File: config.mk
export PLATFORM = sky130hd
export DESIGN_NAME = eod_queue
export DESIGN_NICKNAME = d
export VERILOG_FILES = /design/src/sv/eod_pkg.sv /design/src/sv/eod_queue.sv
export SDC_FILE = /design/constraint.sdc
export NUM_CORES = 1
export LEC_CHECK = 0
export ABC_AREA = 1
export BUFFER_PORTS_ARGS = -buffer_cell sky130_fd_sc_hd__buf_2
export CAP_MARGIN = 10
export CORE_MARGIN = 1.5
export CORE_UTILIZATION = 52
export CTS_CLUSTER_DIAMETER = 120
export DETAILED_ROUTE_END_ITERATION = 6
export HOLD_SLACK_MARGIN = 0.05
export PLACE_DENSITY = 0.9
export SLEW_MARGIN = 20
export SYNTH_ARGS = -nofsm -noshare
export SYNTH_HDL_FRONTEND = slang
export SYNTH_SLANG_ARGS = --single-unit
export TNS_END_PERCENT = 1
File: constraint.sdc
create_clock -name clk -period 2.6 [get_ports clk]
set_input_delay 0.52 -clock clk [delete_from_list [all_inputs] [get_ports clk]]
set_output_delay 0.52 -clock clk [all_outputs]
set_load 0.01 [all_outputs]
File: src/sv/eod_pkg.sv
package eod_pkg;

  localparam int GRID_DIM   = 128;
  localparam int COORD_W    = 7;
  localparam int ADDR_W     = 2 * COORD_W;
  localparam int HEIGHT_W   = 16;
  localparam int ENTRY_W    = HEIGHT_W + 1;
  localparam int MAX_WINDOW = 64;
  localparam int GRAD_W     = HEIGHT_W + 3;
  localparam int SQ_W       = 2 * GRAD_W;
  localparam int MAG_W      = 20;
  localparam int ROOT_STEPS = GRAD_W;

  localparam logic [2:0] REG_GRID_SIZE         = 3'd0;
  localparam logic [2:0] REG_OBSTACLE_GRADIENT = 3'd1;
  localparam logic [2:0] REG_STEP_LIMIT        = 3'd2;
  localparam logic [2:0] REG_WINDOW_SIZE       = 3'd3;

  localparam logic [1:0] CAUSE_NONE     = 2'd0;
  localparam logic [1:0] CAUSE_GRADIENT = 2'd1;
  localparam logic [1:0] CAUSE_STEP     = 2'd2;

  localparam logic CMD_WRITE = 1'b0;

  typedef enum logic [1:0] {
    KIND_WRITE,
    KIND_EVAL,
    KIND_BORDER
  } kind_t;

  typedef struct packed {
    kind_t                        kind;
    logic [COORD_W-1:0]           row;
    logic [COORD_W-1:0]           col;
    logic signed [HEIGHT_W-1:0]   elevation;
    logic                         cell_valid;
  } req_t;

  typedef struct packed {
    logic [7:0]  grid_size;
    logic [15:0] obstacle_gradient;
    logic [15:0] step_limit;
    logic [6:0]  window_size;
  } cfg_t;

  typedef enum logic [3:0] {
    ST_IDLE,
    ST_WIN,
    ST_GRAD,
    ST_SQX,
    ST_SQY,
    ST_ROOT,
    ST_JUDGE,
    ST_DIV,
    ST_CLIP,
    ST_SCAN,
    ST_SCAN_END,
    ST_STEP,
    ST_DONE
  } state_t;

endpackage

File: src/sv/eod_queue.sv
module eod_queue (
  input  logic          clk,
  input  logic          rst,
  input  logic          push,
  input  eod_pkg::req_t din,
  input  logic          pop,
  output eod_pkg::req_t dout,
  output logic          not_empty,
  output logic          full
);

  eod_pkg::req_t slots [2];
  logic          wptr;
  logic          rptr;
  logic [1:0]    count;

  assign dout      = slots[rptr];
  assign not_empty = (count != 2'd0);
  assign full      = (count == 2'd2);

  always_ff @(posedge clk) begin
    if (push) begin
      slots[wptr] <= din;
    end
  end

  always_ff @(posedge clk) begin
    if (rst) begin
      wptr  <= 1'b0;
      rptr  <= 1'b0;
      count <= 2'd0;
    end else begin
      if (push) wptr <= ~wptr;
      if (pop)  rptr <= ~rptr;
      count <= count + 2'(push) - 2'(pop);
    end
  end

endmodule

==> results.md, run 1 <==
- Hold Buf Count CTS: 0
- Proportion of layout cells with a drive suffix above 1: between 50% and 60%
- Switching part of the total: 20.5%
- Number of DRC markers in iteration 0: 83
- Slew of the pin with the lowest slew margin: 565 ps
- Top-level port count: between 70 and 80
- Post-cts repair resize count: 0
- Pre-CTS WS: 923 ps
- Seq/Total Area, Yosys: 75.4%
- Clock-pin slew on the worst setup and hold paths: 70 ps
- Final antenna-violating net count: 0
- Overall track demand over capacity in global routing: 16.0%
- Number of design rule violations left after detail routing: 0
- Number of placement rows: 26
- Kind of critical path: reg2out
- Sequence of cells on the critical path: buf_12 > mux2_2 > buf_2
- Static power due to leakage: 0.00141 uW
- Vias: 1378
- Number of I/O port buffers: 71
- Final clock period utilization by the worst path: ~74%
- Number of global-route vias before repair: 1452
- Count of different cell masters after synthesis: 14
- Post-synth net total: 173
- Clock Power Share: 36.1%
- Core region area: 5110 sq um
- Post-CTS setup-driven buffer insertion count: 0
- TritonCTS buffer count: 9
- Wire length per cell after detailed routing: 14.6 microns
- Largest voltage drop on the vdd net: between 0.4 and 0.5 mV
- Later-pin clock latency in the skew report: approximately 320 ps
- Power density relative to cell area: between 700 and 800 nW/um^2
- Crit path buffers/inverters: 2
- Worst Setup Slack, final: 673 ps
- Routability-driven placement congestion ratio: 0.772
- Post-DP HPWL: 2.89 mm
- Endpoint kind of the worst setup timing path: primary output
- Post-Route Setup TNS: 0 ps
- Post-layout min period: 1930 ps
- Global-route wire length before repair: between 6 and 7 mm
- Final setup fails: 0
- Layout filler cell count: ~360
- Worst setup path end: dout[1]
- Highest fanout seen on the critical path: 33
- Standard cell with the maximum stage delay on the critical path: mux2_2
- R2R cell count: 3
- Destination of the worst register-to-register timing path: slots[1][7]$_DFFE_PP_
- Post-route clock skew: between 3 and 4 ps
- Final hold vios: 0
- Warnings from Yosys: 0
- Post-Syn Area per Cell: 20.6 sq um
- Kind of cell adding the most delay to the critical path: buffers and inverters
- Clk root buf: clkbuf_8
- Proportion of power drawn by flip-flops and latches: 51.7%
- Status: completed
- Pin count of the biggest net entering global routing: 34
- Initial antenna violation count: 0
- Maximum number of buffers from clock root to sink: 2
- Die Height: between 70 and 80 microns
- Initial cell density of the core: between 50 and 60%
- Layout Area Growth over Synthesis: 23.7%
- Overall overflow remaining after global route: 0
- Slowest stage delay, CP: about 360 ps
- Number of detailed-routing iterations run before antenna repair: 4
- Critical path data arrival time: 1410 ps
- Hold slack final: 381 ps
- Count of mapped cells out of synthesis: between 100 and 150
- Number of max-slew violations in the final report: 0
- Die outline area: 5760 sq um
- Worst min-delay path category: in2reg
- Internal power contribution: 2060 uW
- Final Power: 2590 uW
- Fraction of power consumed by combinational cells: 12.1%
- Net count of the finished layout: 254
- Clock net sink count: 71
- Switching power total: about 530 uW
- Number of diodes: 0
- Startpoint class of the critical path: flip-flop
- RSZ-0062 raised after global routing: false
- Reg-to-reg startpoint: wptr$_SDFFE_PP0P_
- Vias per cell: 4.75
- Flop2flop setup slack: 1170 ps
- Horiz. Die Dim: roughly 76 microns
- Max-slew headroom: slightly above 60%
- CTS tree: yes
- Required arrival time at the worst endpoint: about 2100 ps
- Max-cap violations: 0
- Maximum level of the CTS H-tree: 3
- Post-Synthesis Cell Area: 2760 sq um
- Highest clock frequency the design can meet: 519 MHz
- Crit. path cell count: 3
- Total wire length after detailed routing: 4.24 mm
- Count of state elements after synthesis: 71
## kinds of logic (layout without fill, tap and decap cells)
logic type	Yosys count	after routing	synth area share (%)
flops	71	71	75.4
compound gates	1	1	0.181
xor+xnor	1	1	0.317
fa+ha+maj	2	2	0.906
buf+inv	12	98	3.67
simple gates	14	14	1.99
mux	33	33	17.5
## cell usage in the layout (no fill, tap or decap)
| cell type | Yosys | final |
|---|---|---|
| nor2_4 | 0 | 1 |
| dfxtp_1 | 5 | 4 |
| buf_2 | 0 | 71 |
| bufinv_16 | 0 | 1 |
| nor3_1 | 1 | 1 |
| edfxtp_1 | 66 | 66 |
| nand2_1 | 5 | 5 |
| ha_1 | 2 | 2 |
| xnor2_1 | 1 | 1 |
| buf_12 | 3 | 2 |
| nand3_1 | 1 | 1 |
| dfxtp_2 | 0 | 1 |
| inv_1 | 8 | 8 |
| a21oi_1 | 1 | 1 |
| mux2_4 | 30 | 30 |
| clkbuf_8 | 0 | 14 |
| buf_4 | 0 | 1 |
| clkinv_2 | 0 | 1 |
| nor2_1 | 7 | 6 |
| mux2_2 | 3 | 3 |
## power by group through the flow
stage / logic, uW / registers, uW / clock network, uW
2_1_floorplan: 217 / 1360 / 0
3_3_place_gp: 309 / 1360 / 0
3_5_place_dp: 317 / 1360 / 0
4_1_cts: 318 / 1340 / 965
5_1_grt: 344 / 1340 / 1000
6_report: 314 / 1340 / 935
## layer usage
layer  track usage, %  share of wire, %
met4             13.9               2.9
met3             4.76               6.9
met1             16.7                40
met2             26.3                50
met5                0                 0
## registers in the layout, indices dropped and copies added (netlist names), named ones only
name	flops
count	2
rptr	1
slots	66
wptr	1
## per-stage QoR
stage               instances  area (sq um)  utilization (%)
finish                    290          3420             66.9
global route              290          3420             66.9
CTS                       290          3420             66.9
detailed placement        274          3190             62.4
global placement          274          3190             62.4
floorplan                 134          2760                -
## worst register-to-register path, stage by stage, from the launching register on
cell and delay, ps:
dfxtp_1 390, nand2_1 70, inv_1 420, buf_12 250
## area by class of cell
| type | count | area (sq um) | area share (%) |
|---|---|---|---|
| well taps | 70 | 87.6 | 2.56 |
| inverters | 8 | 30.0 | 0.879 |
| flip-flops and latches | 71 | 2080 | 61.0 |
| clock buffers | 14 | 193 | 5.64 |
| repair buffers | 74 | 403 | 11.8 |
| multi-input cells | 51 | 586 | 17.1 |
| clock inverters | 2 | 35.0 | 1.03 |
## worst min path at each step
stage / start / to / slack (ps) / cells after the start
2_1_floorplan: rptr$_SDFFE_PP0P_ / flip-flop / 480 / 2
3_3_place_gp: rptr$_SDFFE_PP0P_ / rptr$_SDFFE_PP0P_ / 500 / 2
3_5_place_dp: rptr$_SDFFE_PP0P_ / rptr$_SDFFE_PP0P_ / 520 / 2
4_1_cts: din[14] / slots[1][14]$_DFFE_PP_ / 360 / 1
5_1_grt: din[17] / slots[1][17]$_DFFE_PP_ / 360 / 1
6_report: din[17] / slots[1][17]$_DFFE_PP_ / 380 / 1
## cells in the mapped netlist
cell,count,area [sq um]
edfxtp_1,66,1980
mux2_4,30,450
inv_1,8,30.0
nor2_1,7,26.3
dfxtp_1,5,100
nand2_1,5,18.8
buf_12,3,60.1
mux2_2,3,33.8
ha_1,2,25.0
a21oi_1,1,5.00
buf_6,1,11.3
nand3_1,1,5.00
nor3_1,1,5.00
xnor2_1,1,8.76
No activity file was read; power rests on OpenSTA's default activity.
==> run 2, diff against run 1 <==
==> constraint.sdc (replaced) <==
create_clock -name clk -period 1.9 [get_ports clk]
set_input_delay 0.38 -clock clk [delete_from_list [all_inputs] [get_ports clk]]
set_output_delay 0.38 -clock clk [all_outputs]
set_load 0.01 [all_outputs]
==> run 2 against run 1 <==
  * Hold slack lost 150 ps
  * Via count rose by 1.0%
  * Final cell count is 0.69% higher
  * Sequential power up 37%
  * Clock skew rose by 3.5 ps
  * Flip-flop and latch count unchanged
  * Total power increased by 24%
  * Largest cell class unchanged
==> results.md, run 2 (synthesized netlist as in run 1, its figures left out) <==
- Placed Area: 3200 sq um (+0.47%)
- Initial antenna violation count: 0 (unchanged)
- Register bank with the most flops: slots
- Layout Area Growth over Synthesis: 21.7%
- Number of diodes: 0 (unchanged)
- Most common library cell in the layout ignoring fill and taps: buf_2
- Placed cell count: 276 (+0.73%)
- Routability-driven placement congestion ratio: 0.640 (-17%)
- Number of design rule violations left after detail routing: 0 (unchanged)
- Largest registers in the final layout: slots: 66 flops, count: 2 flops
- Kind of critical path: reg2out
- Number of I/O port buffers: 71 (unchanged)
- Post-cts repair resize count: 0 (unchanged)
- Most frequent cells in the layout: buf_2, edfxtp_1, mux2_4
- Initial cell density of the core: 54.1% (unchanged)
- Cell area after layout: 3360 sq um (-1.7%)
- Required arrival time at the worst endpoint: 1520 ps (-560 ps)
- Final Non-Filler Cells: 292 (+0.69%)
- Number of detailed-routing iterations run before antenna repair: 4 (unchanged)
- Net count of the finished layout: 256 (+0.79%)
- Number of max-slew violations in the final report: 0 (unchanged)
- Pin count of the biggest net entering global routing: 25 (-26%)
- Total wire length after detailed routing: 4.16 mm (-1.7%)
- Die Height: 75.9 microns (unchanged)
- Critical path data arrival time: 1380 ps (-30 ps)
- RSZ-0062 raised after global routing: false
- Number of DRC markers in iteration 0: 134 (+61%)
- Number of flip-flops under the largest register name: 66 (unchanged)
- Post-DP HPWL: 2.96 mm (+2.4%)
- Largest voltage drop on the vdd net: 0.868 mV (+110%)
- CTS tree: yes
- Wire length per cell after detailed routing: 14.3 microns (-2.4%)
- TritonCTS buffer count: 9 (unchanged)
- Sequence of cells on the critical path: buf_12 > mux2_2 > buf_2
- R2R cell count: 8 (+5)
- Clock net sink count: 71 (unchanged)
- Die outline area: 5760 sq um (unchanged)
- Clk root buf: clkbuf_8
- Destination of the worst register-to-register timing path: count[1]$_SDFF_PP0_
- Max-cap violations: 0 (unchanged)
- Overall track demand over capacity in global routing: 15.4% (-0.59 points)
- Slowest stage delay, CP: 360 ps (about the same)
- Reg-to-reg startpoint: count[0]$_SDFF_PP0_
- Final antenna-violating net count: 0 (unchanged)
- Top-level port count: 72 (unchanged)
- Clock-pin slew on the worst setup and hold paths: 70 ps (about the same)
- Number of placement rows: 26 (unchanged)
- Number of global-route vias before repair: 1351 (-7.0%)
- Final clock period utilization by the worst path: 92.9%
- Standard cell with the maximum stage delay on the critical path: mux2_2
- Global-route wire length before repair: 6.09 mm (-2.9%)
- Post-route clock skew: 7.16 ps (+3.53 ps)
- Flop2flop setup slack: 630 ps (-540 ps)
- Post-Route Setup TNS: 0 ps (unchanged)
- Highest fanout seen on the critical path: 24 (-27%)
- Horiz. Die Dim: 75.9 microns (unchanged)
- Post-layout min period: 1760 ps
- Proportion of layout cells with a drive suffix above 1: 55.0% (-1.9 points)
- Endpoint kind of the worst setup timing path: primary output
- Power density relative to cell area: 957 nW/um^2 (+26%)
- Vias: 1392 (+1.0%)
- Maximum number of buffers from clock root to sink: 2 (unchanged)
- Static power due to leakage: 0.00138 uW (-2.2%)
- Overall overflow remaining after global route: 0 (unchanged)
- Maximum level of the CTS H-tree: 3 (unchanged)
- Status: completed
- Highest clock frequency the design can meet: 567 MHz
- Core region area: 5110 sq um (unchanged)
- Final setup fails: 0 (unchanged)
- Worst min-delay path category: in2reg
- Later-pin clock latency in the skew report: 330 ps (about the same)
- Max-slew headroom: 78.0% (+16 points)
- Worst setup path end: dout[0]
- Startpoint class of the critical path: flip-flop
- Slew of the pin with the lowest slew margin: 329 ps (-236 ps)
- Hold Buf Count CTS: 0 (unchanged)
- Final hold vios: 0 (unchanged)
- Post-CTS setup-driven buffer insertion count: 0 (unchanged)
- Vias per cell: 4.77 (+0.32%)
run 2: cell types whose count changed in the layout (fill, tap and decap cells not counted), sizes merged:
cell,previous run,this run
bufinv,1,0
clkbuf,14,10
buf,74,76
clkinv,1,5
clkinvlp,0,1
run 2: routing by layer:
| metal | vias up | GRT usage [%] | routed length, microns |
|---|---|---|---|
| li1 | 667 | - | - |
| met1 | 663 | 16.7 | 1660 |
| met3 | 11 | 4.89 | 219 |
| met5 | - | 0 | 0 |
| met4 | 0 | 9.52 | 114 |
| met2 | 51 | 26.3 | 2160 |
run 2: critical path, delay by kind of cell, from the launching register on:
family	cells	cell delay, ps
flip-flops	1	350
buffers and inverters	2	340
multiplexers	1	360
run 2: power breakdown:
group,internal [uW],switching [uW]
combinational,229,205
sequential,1810,25.8
clock,453,495
total,2490,726
run 2: layout make-up:
cell class                 instances  area, sq um
sequential                        71         2080
clock inverter                     6         27.5
inverter                           8         30.0
timing repair buffer              76          418
fill                             367         1750
clock buffer                      10          128
tap                               70         87.6
multi-input combinational         51          586
run 2: worst min path at each step:
stage	startpoint	end	slack (ps)	depth (start not counted)
CTS	din[32]	slots[1][32]$_DFFE_PP_	220	1
global placement	rptr$_SDFFE_PP0P_	rptr$_SDFFE_PP0P_	500	2
global route	din[26]	slots[0][26]$_DFFE_PP_	220	1
finish	din[32]	slots[0][32]$_DFFE_PP_	230	1
detailed placement	rptr$_SDFFE_PP0P_	flip-flop	540	2
floorplan	rst	count[0]$_SDFF_PP0_	450	1
run 2: per-stage QoR:
step	hold WS (ps)	worst slack, ps	total power (uW)	utilization [%]
after floorplan	451	228	2160	-
after global placement	498	489	2290	62.7
after detailed placement	538	471	2310	62.7
after CTS	220	107	3260	65.8
after global routing	217	67.3	3350	65.8
final	235	135	3210	65.8
