===== src/sv/eod_pkg.sv =====
package eod_pkg;

  localparam int GRID_DIM   = 128;
  localparam int COORD_W    = 7;
  localparam int ADDR_W     = 2 * COORD_W;
  localparam int HEIGHT_W   = 16;
  localparam int ENTRY_W    = HEIGHT_W + 1;
  localparam int MAX_WINDOW = 64;
  localparam int GRAD_W     = HEIGHT_W + 3;
  localparam int SQ_W       = 2 * GRAD_W;
  localparam int MAG_W      = 20;
  localparam int ROOT_STEPS = GRAD_W;

  localparam logic [2:0] REG_GRID_SIZE         = 3'd0;
  localparam logic [2:0] REG_OBSTACLE_GRADIENT = 3'd1;
  localparam logic [2:0] REG_STEP_LIMIT        = 3'd2;
  localparam logic [2:0] REG_WINDOW_SIZE       = 3'd3;

  localparam logic [1:0] CAUSE_NONE     = 2'd0;
  localparam logic [1:0] CAUSE_GRADIENT = 2'd1;
  localparam logic [1:0] CAUSE_STEP     = 2'd2;

  localparam logic CMD_WRITE = 1'b0;

  typedef enum logic [1:0] {
    KIND_WRITE,
    KIND_EVAL,
    KIND_BORDER
  } kind_t;

  typedef struct packed {
    kind_t                        kind;
    logic [COORD_W-1:0]           row;
    logic [COORD_W-1:0]           col;
    logic signed [HEIGHT_W-1:0]   elevation;
    logic                         cell_valid;
  } req_t;

  typedef struct packed {
    logic [7:0]  grid_size;
    logic [15:0] obstacle_gradient;
    logic [15:0] step_limit;
    logic [6:0]  window_size;
  } cfg_t;

  typedef enum logic [3:0] {
    ST_IDLE,
    ST_WIN,
    ST_GRAD,
    ST_SQX,
    ST_SQY,
    ST_ROOT,
    ST_JUDGE,
    ST_DIV,
    ST_CLIP,
    ST_SCAN,
    ST_SCAN_END,
    ST_STEP,
    ST_DONE
  } state_t;

endpackage


===== src/sv/eod_front.sv =====
module eod_front (
  input  logic                       command,
  input  logic [eod_pkg::COORD_W-1:0] row,
  input  logic [eod_pkg::COORD_W-1:0] col,
  input  logic signed [eod_pkg::HEIGHT_W-1:0] elevation,
  input  logic                       cell_valid,
  input  eod_pkg::cfg_t              cfg,
  output eod_pkg::req_t              entry
);

  logic [7:0] n;
  logic [7:0] r8;
  logic [7:0] c8;
  logic       interior;

  always_comb begin
    n  = (cfg.grid_size > 8'(eod_pkg::GRID_DIM)) ? 8'(eod_pkg::GRID_DIM) : cfg.grid_size;
    r8 = {1'b0, row};
    c8 = {1'b0, col};
    interior = (r8 >= 8'd1) && (c8 >= 8'd1) && (r8 + 8'd1 < n) && (c8 + 8'd1 < n);
    entry.row        = row;
    entry.col        = col;
    entry.elevation  = elevation;
    entry.cell_valid = cell_valid;
    if (command == eod_pkg::CMD_WRITE) begin
      entry.kind = eod_pkg::KIND_WRITE;
    end else if (interior) begin
      entry.kind = eod_pkg::KIND_EVAL;
    end else begin
      entry.kind = eod_pkg::KIND_BORDER;
    end
  end

endmodule


===== config.mk =====
export PLATFORM = sky130hd
export DESIGN_NAME = eod_front
export DESIGN_NICKNAME = d
export VERILOG_FILES = /design/src/sv/eod_pkg.sv /design/src/sv/eod_front.sv
export SDC_FILE = /design/constraint.sdc
export NUM_CORES = 1
export LEC_CHECK = 0
export CAP_MARGIN = 0
export CORE_ASPECT_RATIO = 0.7
export CORE_UTILIZATION = 30
export DETAILED_ROUTE_END_ITERATION = 12
export DONT_BUFFER_PORTS = 1
export SYNTH_ARGS = -nofsm -noshare
export SYNTH_HDL_FRONTEND = slang
export SYNTH_SLANG_ARGS = --single-unit

===== constraint.sdc =====
create_clock -name vclk -period 3.5
set_clock_uncertainty 0.1 [all_clocks]
set_input_delay 0.7 -clock vclk [all_inputs]
set_output_delay 0.7 -clock vclk [all_outputs]
set_load 0.03 [all_outputs]

==> results.md, run 1 <==
- The run finished with clean final reports.
- The stage delay of the slowest cell on the critical path is 0.29 ns.
- The post-synthesis cell type with the largest combined area is buf_4.
- Buffers inserted to repair hold after CTS numbered 0.
- The largest vdd supply drop is 0.0000243 V.
- The final sequential cell count is 0.
- The die is 46.4 um tall.
- The post-synthesis instance area is between 800 and 900 um2.
- The detailed placement HPWL is 1.39 mm.
- The floorplan step defined a die boundary enclosing 3030 um2.
- The number of buffers inserted by post-CTS setup repair is 0.
- Entering global routing, the biggest net connects 9 pins.
- STA puts the critical path data arrival time at 2.53 ns.
- The top cell type by area accounts for 27.6% of the synthesized area.
- OpenSTA, run right after detailed placement, puts the worst setup slack at -0.0289 ns.
- The final estimated routing congestion in global placement is 0.758.
- Max-cap violations in this run came to 0.
- After synthesis, the netlist uses 23 different library cells.
- The worst setup path is launched from a primary input.
- The number of pins with negative max-slew slack in the final report came to 0.
- The Yosys step of the flow raised 0 warnings.
- Synthesis handed over a netlist of between 100 and 150 instances.
- The first-pass GRT wire length is ~2.3 mm.
- Of the available clock period, the critical path in the final layout requires 95.2%.
- In the final layout, the share of cells above drive strength 1 is 13.1%.
- The worst setup path is of the in -> out kind.
- The number of nets in the finished design is 181.
- Global routing finished with a remaining overflow of 0.
- The filler cells instantiated in the layout total 293.
- The number of input and output port buffers inserted is 0.
- For this block, the routed nets add up to 1.65 mm of wire.
- In this run the tightest slew margin relative to its limit is between 60% and 70%.
- After detailed routing, the number of remaining DRC violations is 0.
- In this run the horizontal extent of the chip is approximately 65 um.
- The layout has 0 clock buffers.
- In the post-synthesis netlist, the biggest area contributors are buf_4 28%, ha_1 24%, xor2_1 6.2%.
- The final hold slack is approximately 1.3 ns.
- Counting every net in the synthesized netlist gives 208.
- At the pin with the least slew margin, the transition time is between 0.5 and 0.6 ns.
- The via total after detailed routing is 629.
- Averaged over all synthesized cells, the footprint is 7.46 um2.
- The total area of sequential cells is 0 um2.
- The antenna diode count is 0.
- The critical path goes through ha_4 > and3_4 > nand3_4 > xnor2_2 > ha_1 > and4_4 > a22oi_2 > o211ai_1 > nor4_2 > and2_1 > buf_6.
- The kind of end point of the critical path is an output pin.
- In this run, the number of DRC markers left after iteration 0 of detailed routing was 7.
- The depth of the worst hold-timing path is 0.
- The maximum fanout encountered on the critical timing path is 7.
- The number of cells after detailed placement is about 120.
- The worst path needs between 3 and 4 ns of the cycle, external delays included.
- STA puts the critical path data required time at 2.70 ns.
- The core area is 2550 um2.
- The layout-stage area growth over the synthesis result is -13.2%.
- The average via count per standard cell is 5.33.
- The initial antenna violation count is 0.
- The number of antenna-violating nets in the routed design is 0.
- The floorplan has 15 rows.
- Once layout is done, the placed cells without fillers occupy approximately 730 um2.
- The cell with the largest stage delay on the worst path is ha_1.
- The setup slack of the critical path after layout is 0.167 ns.
- The register area share after synthesis is 0%.
- After detailed routing, the average wire length per cell comes to 14.0 um.
- Leaving out filler cells and counting taps, the final layout contains ~120.
- The type of the tightest min-delay check is in -> out.
- For this run, the total global-route usage over all layers was measured as 9.73%.
- For this design the top-level I/O count stands at 112.
- The analysis attributes to cell leakage a power of roughly 0.3 nW.
- Setup repair after global routing left no endpoint under its margin.
- The initial utilization of the core area, before any placement, comes to 33.0%.
- Once placement finished, the instance area stood at about 670 um2.
- The total chip power is roughly 77 uW.
- The first TritonRoute pass finished after 4 iterations.
- Timing would allow up to between 300 and 400 MHz.
- Power spread over the standard cell area amounts to 106 nW/um2.
- The final hold violation count is 0.
- The number of global-route vias before repair is 544.
- Setup violations remaining at the end of the flow were counted as 0.
repair_timing:
item,in CTS,in global routing
setup endpoints to repair,1,2
gates resized for setup,0,12
pin swaps,1,12
synthesized netlist by cell type (all sizes together):
cell     instances
a211oi           3
a21boi           2
a21oi            2
a22oi            1
and2             1
and3             3
and4             2
buf             31
ha              16
inv              6
nand2           11
nand2b           1
nand3            5
nand4bb          2
nor2             3
nor2b            1
nor4             5
o211ai           3
o21ai            3
o31ai            2
xnor2            4
xor2             6
layer usage:
metal / track usage [%] / vias up / wire (um)
met5: 0 / - / 0
met4: 2.61 / 0 / 23
met3: 2.23 / 4 / 138
met2: 18.1 / 30 / 793
met1: 11.4 / 282 / 699
li1: - / 313 / -
critical path, delay by kind of cell:
family                   cells  cell delay (ns)
buffers and inverters        1             0.13
AO/OA/AOI/OAI                2             0.27
AND/OR/NAND/NOR              5             0.90
XOR/XNOR                     1             0.14
adder cells (fa/ha/maj)      2             0.40
per-stage QoR:
| stage | setup TNS, ns | util (%) |
|---|---|---|
| finish | 0 | 28.7 |
| CTS | 0 | 26.2 |
| global placement | 0 | 26.2 |
| global route | 0 | 28.7 |
| floorplan | 0 | - |
| detailed placement | -0.0289 | 26.2 |
kinds of logic (layout without fill, tap and decap cells):
family / count (synthesis) / after routing / share of synthesized area [%]
adder cells (fa/ha/maj): 16 / 16 / 23.7
buffers and inverters: 37 / 8 / 30.3
AND/OR/NAND/NOR: 34 / 34 / 22.8
XOR/XNOR: 10 / 10 / 10.4
AO/OA/AOI/OAI: 16 / 16 / 12.8
final timing paths:
| path | from | endpoint | slack [ns] |
|---|---|---|---|
| max | row[0] | entry[31] | 0.17 |
| min | elevation[9] | entry[10] | 1.30 |
cell usage in the layout (no fill, tap or decap), types with 2 or more instances in the layout:
master     count
a211oi_1       3
a21boi_0       2
a21oi_1        2
and3_1         2
and4_4         2
ha_1          14
ha_4           2
inv_1          6
nand2_1       11
nand3_1        4
nand4bb_1      2
nor2_1         3
nor4_1         4
o211ai_1       3
o21ai_0        3
o31ai_1        2
xnor2_1        3
xor2_1         6
report_power, final:
group          internal, mW  switching [mW]
Sequential                0               0
Clock                     0               0
Combinational        0.0378          0.0396
cell type report:
| class | instances | area [um2] | share of cell area (%) |
|---|---|---|---|
| inverters | 6 | 22.5 | 3.08 |
| repair buffers | 2 | 18.8 | 2.56 |
| multi-input cells | 76 | 648 | 88.5 |
| well taps | 34 | 42.5 | 5.81 |
Note: power is estimated with default switching activity, not from simulation.
==> inputs of run 2 (changes only) <==
--- a/config.mk
+++ b/config.mk
@@ -6,10 +6,13 @@
 export NUM_CORES = 1
 export LEC_CHECK = 0
 export CAP_MARGIN = 0
+export CELL_PAD_IN_SITES_DETAIL_PLACEMENT = 0
+export CELL_PAD_IN_SITES_GLOBAL_PLACEMENT = 1
 export CORE_ASPECT_RATIO = 0.7
 export CORE_UTILIZATION = 30
 export DETAILED_ROUTE_END_ITERATION = 12
 export DONT_BUFFER_PORTS = 1
+export PLACE_DENSITY_LB_ADDON = 0.1
 export SYNTH_ARGS = -nofsm -noshare
 export SYNTH_HDL_FRONTEND = slang
 export SYNTH_SLANG_ARGS = --single-unit
==> run 2 against run 1 <==
Worst setup slack lost 0.057 ns. Wire length grew 7.3%. Non-clock buffer count grew 3. Flip-flop and latch count is the same. Critical path depth is the same. Worst hold slack is the same. Combinational power grew 5.7%. Sequential share of layout area is the same.
==> results.md, run 2 (same netlist as run 1, synthesis figures left out) <==
- The min-delay analysis places its worst path in the category in -> out.
- In the global route stage, overall resource usage came out at 10.8%.
- STA classifies the critical path endpoint as an output pin.
- The setup slack of the critical path after layout is 0.110 ns.
- For this block, the routed nets add up to 1.77 mm of wire.
- In this design, the largest share of critical-path delay is due to simple AND/OR/NAND/NOR gates.
- The I/O pin count is approximately 110.
- The headroom to the max-slew limit is 59.3%.
- For this design the static power due to leakage is 0.320 nW.
- Routability-driven placement finished with a final weighted congestion of 0.646.
- The final hold violation count is 0.
- The total area of sequential cells is 0 um2.
- The die covers 3030 um2.
- Max-cap violations in this run came to 0.
- In this design, the stage delay of the slowest critical-path cell is about 0.50 ns.
- The final critical path time including I/O delays and setup is ~3.4 ns.
- The average via count per standard cell is 5.10.
- Across all hold checks on the routed design, the worst slack comes to 1.30 ns.
- The first global-routing pass estimated 2.53 mm of wire.
- In this run the standard cell core region covers 2550 um2.
- Timing would allow up to between 200 and 300 MHz.
- The final sequential cell count is 0.
- After detailed routing, the average wire length per cell comes to 14.7 um.
- Clock buffers in the final layout number 0.
- The floorplan step set the die height to 46.4 um.
- The width of the die is 65.4 um.
- The number of global-route vias before repair is 520.
- Setup repair after global routing left no endpoint under its margin.
- In the final layout, the share of cells above drive strength 1 is 18.4%.
- The critical path goes through ha_4 > and3_4 > nand3_4 > xnor2_2 > ha_1 > and4_4 > buf_4 > nand2_1 > a21oi_1 > nor4_2 > nor2b_1.
- The worst setup slack after placement is -0.0440 ns.
- The detailed placement HPWL is 1.47 mm.
- The via total after detailed routing is 617.
- The maximum fanout encountered on the critical timing path is 7.
- Once the clock tree was built, the setup fixing pass inserted 0 buffers.
- In this run the power density over the cells is 108 nW/um2.
- The total chip power is slightly above 80 uW.
- The largest vdd supply drop is 0.0000270 V.
- After clock tree synthesis, the flow added hold-fix buffers numbering 0.
- The number of antenna-violating nets in the routed design is 0.
- The number of nets in the finished design is 184.
- STA classifies the critical path startpoint as a primary input.
- The flow ran to the end, and the final reports show no timing, DRC or antenna violations.
- The pin count of the biggest net entering global routing is 9.
- The layout-stage area growth over the synthesis result is -9.94%.
- The total congestion overflow after global routing is 0.
- Leaving out fill and tap cells, the most frequent cell in the layout is ha_1.
- The critical setup path kind is in -> out.
- The initial antenna violation count is 0.
- The count of final setup violators is 0.
- In the final timing run, aggregate negative setup slack is 0 ns.
- At the worst endpoint, the arrival time is between 2 and 3 ns.
- The initial utilization of the core area, before any placement, comes to 33.0%.
- The initialized floorplan defines 15 standard-cell rows.
- For this run, design rule violations remaining after detail routing come to 0.
- The number of input and output port buffers inserted is 0.
- Leaving out fill and tap cells, the most frequent cells in the layout are 14 x ha_1, 10 x nand2_1, 6 x inv_1, 6 x xor2_1.
- The repair_antennas step left the layout with diodes totalling 0.
- The number of pins with negative max-slew slack in the final report is 0.
- At the pin with the least slew margin, the transition time is 0.609 ns.
- The first-iteration detailed-routing DRC count is 16.
- The cell with the largest stage delay on the worst path is nor2b_1.
- After layout, the worst path uses 96.9% of the clock period.
- The total iterations of the first detailed-routing run is 4.
- Together, buffers and inverters on the worst path number 1.
- The data required time of the critical path is 2.70 ns.
==> run 2: changes by cell type in the layout (fill, tap and decap cells not counted), sizes merged <==
cell  change
buf       +3
==> run 2: power breakdown <==
| group | switching (mW) | total [mW] | internal (mW) |
|---|---|---|---|
| logic | 0.0415 | 0.0818 | 0.0403 |
| registers | 0 | 0 | 0 |
| clock network | 0 | 0 | 0 |
==> run 2: layer usage <==
layer	GRT usage, %	vias to the layer above	wire, um
met3	1.49	4	123
li1	-	316	-
met1	17.1	275	927
met5	0	-	0
met2	14.8	22	706
met4	2.17	0	17
==> run 2: worst paths after layout <==
path	start	to	slack, ns	cells after the start
setup / recovery	row[0]	entry[32]	0.11	11
hold / removal	elevation[15]	entry[16]	1.30	0
==> run 2: cell type report <==
cell class	count	area, um2
inverters	6	22.5
multi-input cells	76	653
fillers	300	1790
repair buffers	5	41.3
well taps	34	42.5
==> run 2: repair_timing <==
item                                   in CTS  in global routing
gates cloned                                0                  0
pin swaps                                   1                 12
resized for setup                           0                 14
setup endpoints to repair                   1                  2
endpoints found under the hold margin       0                  0
==> run 2: stage by stage <==
| stage | util (%) | instances | instance area, um2 |
|---|---|---|---|
| floorplan | - | 113 | 843 |
| global placement | 27.1 | 121 | 691 |
| detailed placement | 27.1 | 121 | 691 |
| CTS | 27.1 | 121 | 691 |
| global route | 29.8 | 121 | 759 |
| finish | 29.8 | 121 | 759 |
==> inputs of run 3 (changes only) <==
--- a/config.mk
+++ b/config.mk
@@ -13,6 +13,7 @@
 export DETAILED_ROUTE_END_ITERATION = 12
 export DONT_BUFFER_PORTS = 1
 export PLACE_DENSITY_LB_ADDON = 0.1
+export RECOVER_POWER = 50
 export SYNTH_ARGS = -nofsm -noshare
 export SYNTH_HDL_FRONTEND = slang
 export SYNTH_SLANG_ARGS = --single-unit
==> constraint.sdc (replaced) <==
create_clock -name vclk -period 3.5
set_clock_uncertainty 0.1 [all_clocks]
set_input_delay 0.7 -clock vclk [all_inputs]
set_output_delay 0.7 -clock vclk [all_outputs]
set_load 0.01 [all_outputs]
==> run 3 against run 2 <==
Worst hold slack about the same. Flip-flop and latch count unchanged. Non-clock buffer count down 4. Cell count down 3.3%.
==> results.md, run 3 (same netlist as run 1, synthesis figures left out) <==
- The initial antenna violation count is 0.
- The type of the tightest min-delay check is in -> out.
- The number of antenna-violating nets in the routed design is 0.
- The layout has 0 clock buffers.
- The chip height is 46.4 um.
- The kind of start point of the critical path is a primary input.
- The first-pass GRT wire length is around 2.6 mm.
- The final hold violation count is 0.
- The number of pins with negative max-slew slack in the final report is 0.
- The setup slack of the critical path after layout is 0.151 ns.
- In this run the most critical hold path is launched from cell_valid.
- The final clock period utilization by the worst path is 95.7%.
- For this block, the routed nets add up to 1.73 mm of wire.
- The global-route usage over all layers is around 11%.
- The DRC violation count after routing is 0.
- The final sequential cell count is 0.
- The standard-cell row count is 15.
- The number of input and output port buffers inserted is 0.
- The total iterations of the first detailed-routing run is 3.
- Adding up every negative setup slack in the final design gives 0 ns.
- The number of global-route vias before repair was 566.
- The top cell types in the final layout, fill and taps aside, are 16 x ha_1, 11 x nand2_1, 6 x inv_1, 6 x xor2_1.
- For the pin with the worst max-slew slack, the measured transition is 0.315 ns.
- Entering global routing, the biggest net connects 9 pins.
- The width of the die is 65.4 um.
- The initial utilization of the core area, before any placement, comes to 33.0%.
- The final estimated routing congestion in global placement is 0.633.
- The stage delay of the slowest cell on the critical path is 0.29 ns.
- The first-iteration detailed-routing DRC count is 13.
- For this design the ratio of total power to cell area is 97.4 nW/um2.
- The via total after detailed routing is roughly 610.
- Dividing the detail-routed via count by the number of cells gives 5.18.
- The core area is 2550 um2.
- The total chip power is 66.5 uW.
- The total area of sequential cells is 0 um2.
- Summing all placed instances gives a cell area of ~660 um2.
- Pin placement for this block handled about 110 I/O pins.
- The most used cell along the critical path is ha_1.
- Timing would allow up to 299 MHz.
- The most common cell after layout, fill and taps aside is ha_1.
- In this run the worst path has a maximum fanout of 7.
- In the final layout, the share of cells above drive strength 1 is ~8.4%.
- The net count of the finished layout is 180.
- The source of the critical timing path is row[0].
- The analysis attributes to cell leakage a power of 0.297 nW.
- The flow ran to the end, and the final reports show no timing, DRC or antenna violations.
- The detailed placement HPWL is 1.48 mm.
- Summed over all layers, the global routing overflow is 0.
- The worst path arrival time is about 2.6 ns.
- The worst setup path is captured at an output pin.
- The worst setup slack after placement is 0.0399 ns.
- Setup repair after global routing left no endpoint under its margin.
- The total die area is 3030 um2.
- The cell with the largest stage delay on the worst path is ha_1.
- VDD sags by at most 0.0000271 V.
- The number of buffers inserted by post-CTS setup repair is 0.
- The data required time of the critical path is 2.70 ns.
- The number of antenna diodes in the final layout is 0.
- The final critical path time including I/O delays and setup is about 3.3 ns.
- The headroom to the max-slew limit is 78.8%.
- Across the run, the number of max-cap violations was 0.
- The finished cells cover 683 um2.
- Compared with the post-synthesis result, the final layout area differs by -19.0%.
- The count of final setup violators is 0.
- The worst setup path is of the in -> out kind.
- Walking the worst path, the cells encountered are ha_1 > and3_4 > nand3_2 > xnor2_2 > ha_1 > and4_1 > a22oi_1 > o211ai_1 > nor4_2 > and2_4.
- Dividing the detail-routed wire length by the instance count gives roughly 15 um.
==> run 3: final timing paths <==
| path | slack [ns] | end | cells past startpoint |
|---|---|---|---|
| worst min-delay path | 1.30 | entry[0] | 0 |
| worst max-delay path | 0.15 | entry[31] | 10 |
==> run 3: metal layers <==
metal	global-route usage (%)	share of wire [%]	vias up
met5	0	0	-
met2	15.9	38	21
met3	1.49	7.2	4
met4	2.17	0.98	0
met1	17.2	53	272
li1	-	-	309
==> run 3: per-stage QoR <==
step	cells	hold slack, ns	util (%)
4_1_cts	117	1.30	25.9
5_1_grt	117	1.30	26.8
3_5_place_dp	117	1.30	25.9
2_1_floorplan	113	1.39	-
6_report	117	1.30	26.8
3_3_place_gp	117	1.30	25.9
==> run 3: critical path: cells and delay by family <==
kind	cells	cell delay (ns)
fa+ha+maj	2	0.45
simple gates	5	0.96
xor+xnor	1	0.14
compound gates	2	0.29
==> run 3: timing repair <==
action | CTS | global route
endpoints found under the setup margin | 0 | 2
resized for setup | 0 | 5
hold buffers | 0 | 0
endpoints found under the hold margin | 0 | 0
==> run 3: area by class of cell <==
cell class                 instances  area [um2]
multi-input combinational         76         611
timing repair buffer               1        7.51
inverter                           6        22.5
fill                             314        1870
tap                               34        42.5
==> run 3: power breakdown <==
part	total [mW]	internal, mW	switching (mW)
registers	0	0	0
clock network	0	0	0
logic	0.0665	0.0329	0.0336
total	0.0665	0.0329	0.0336
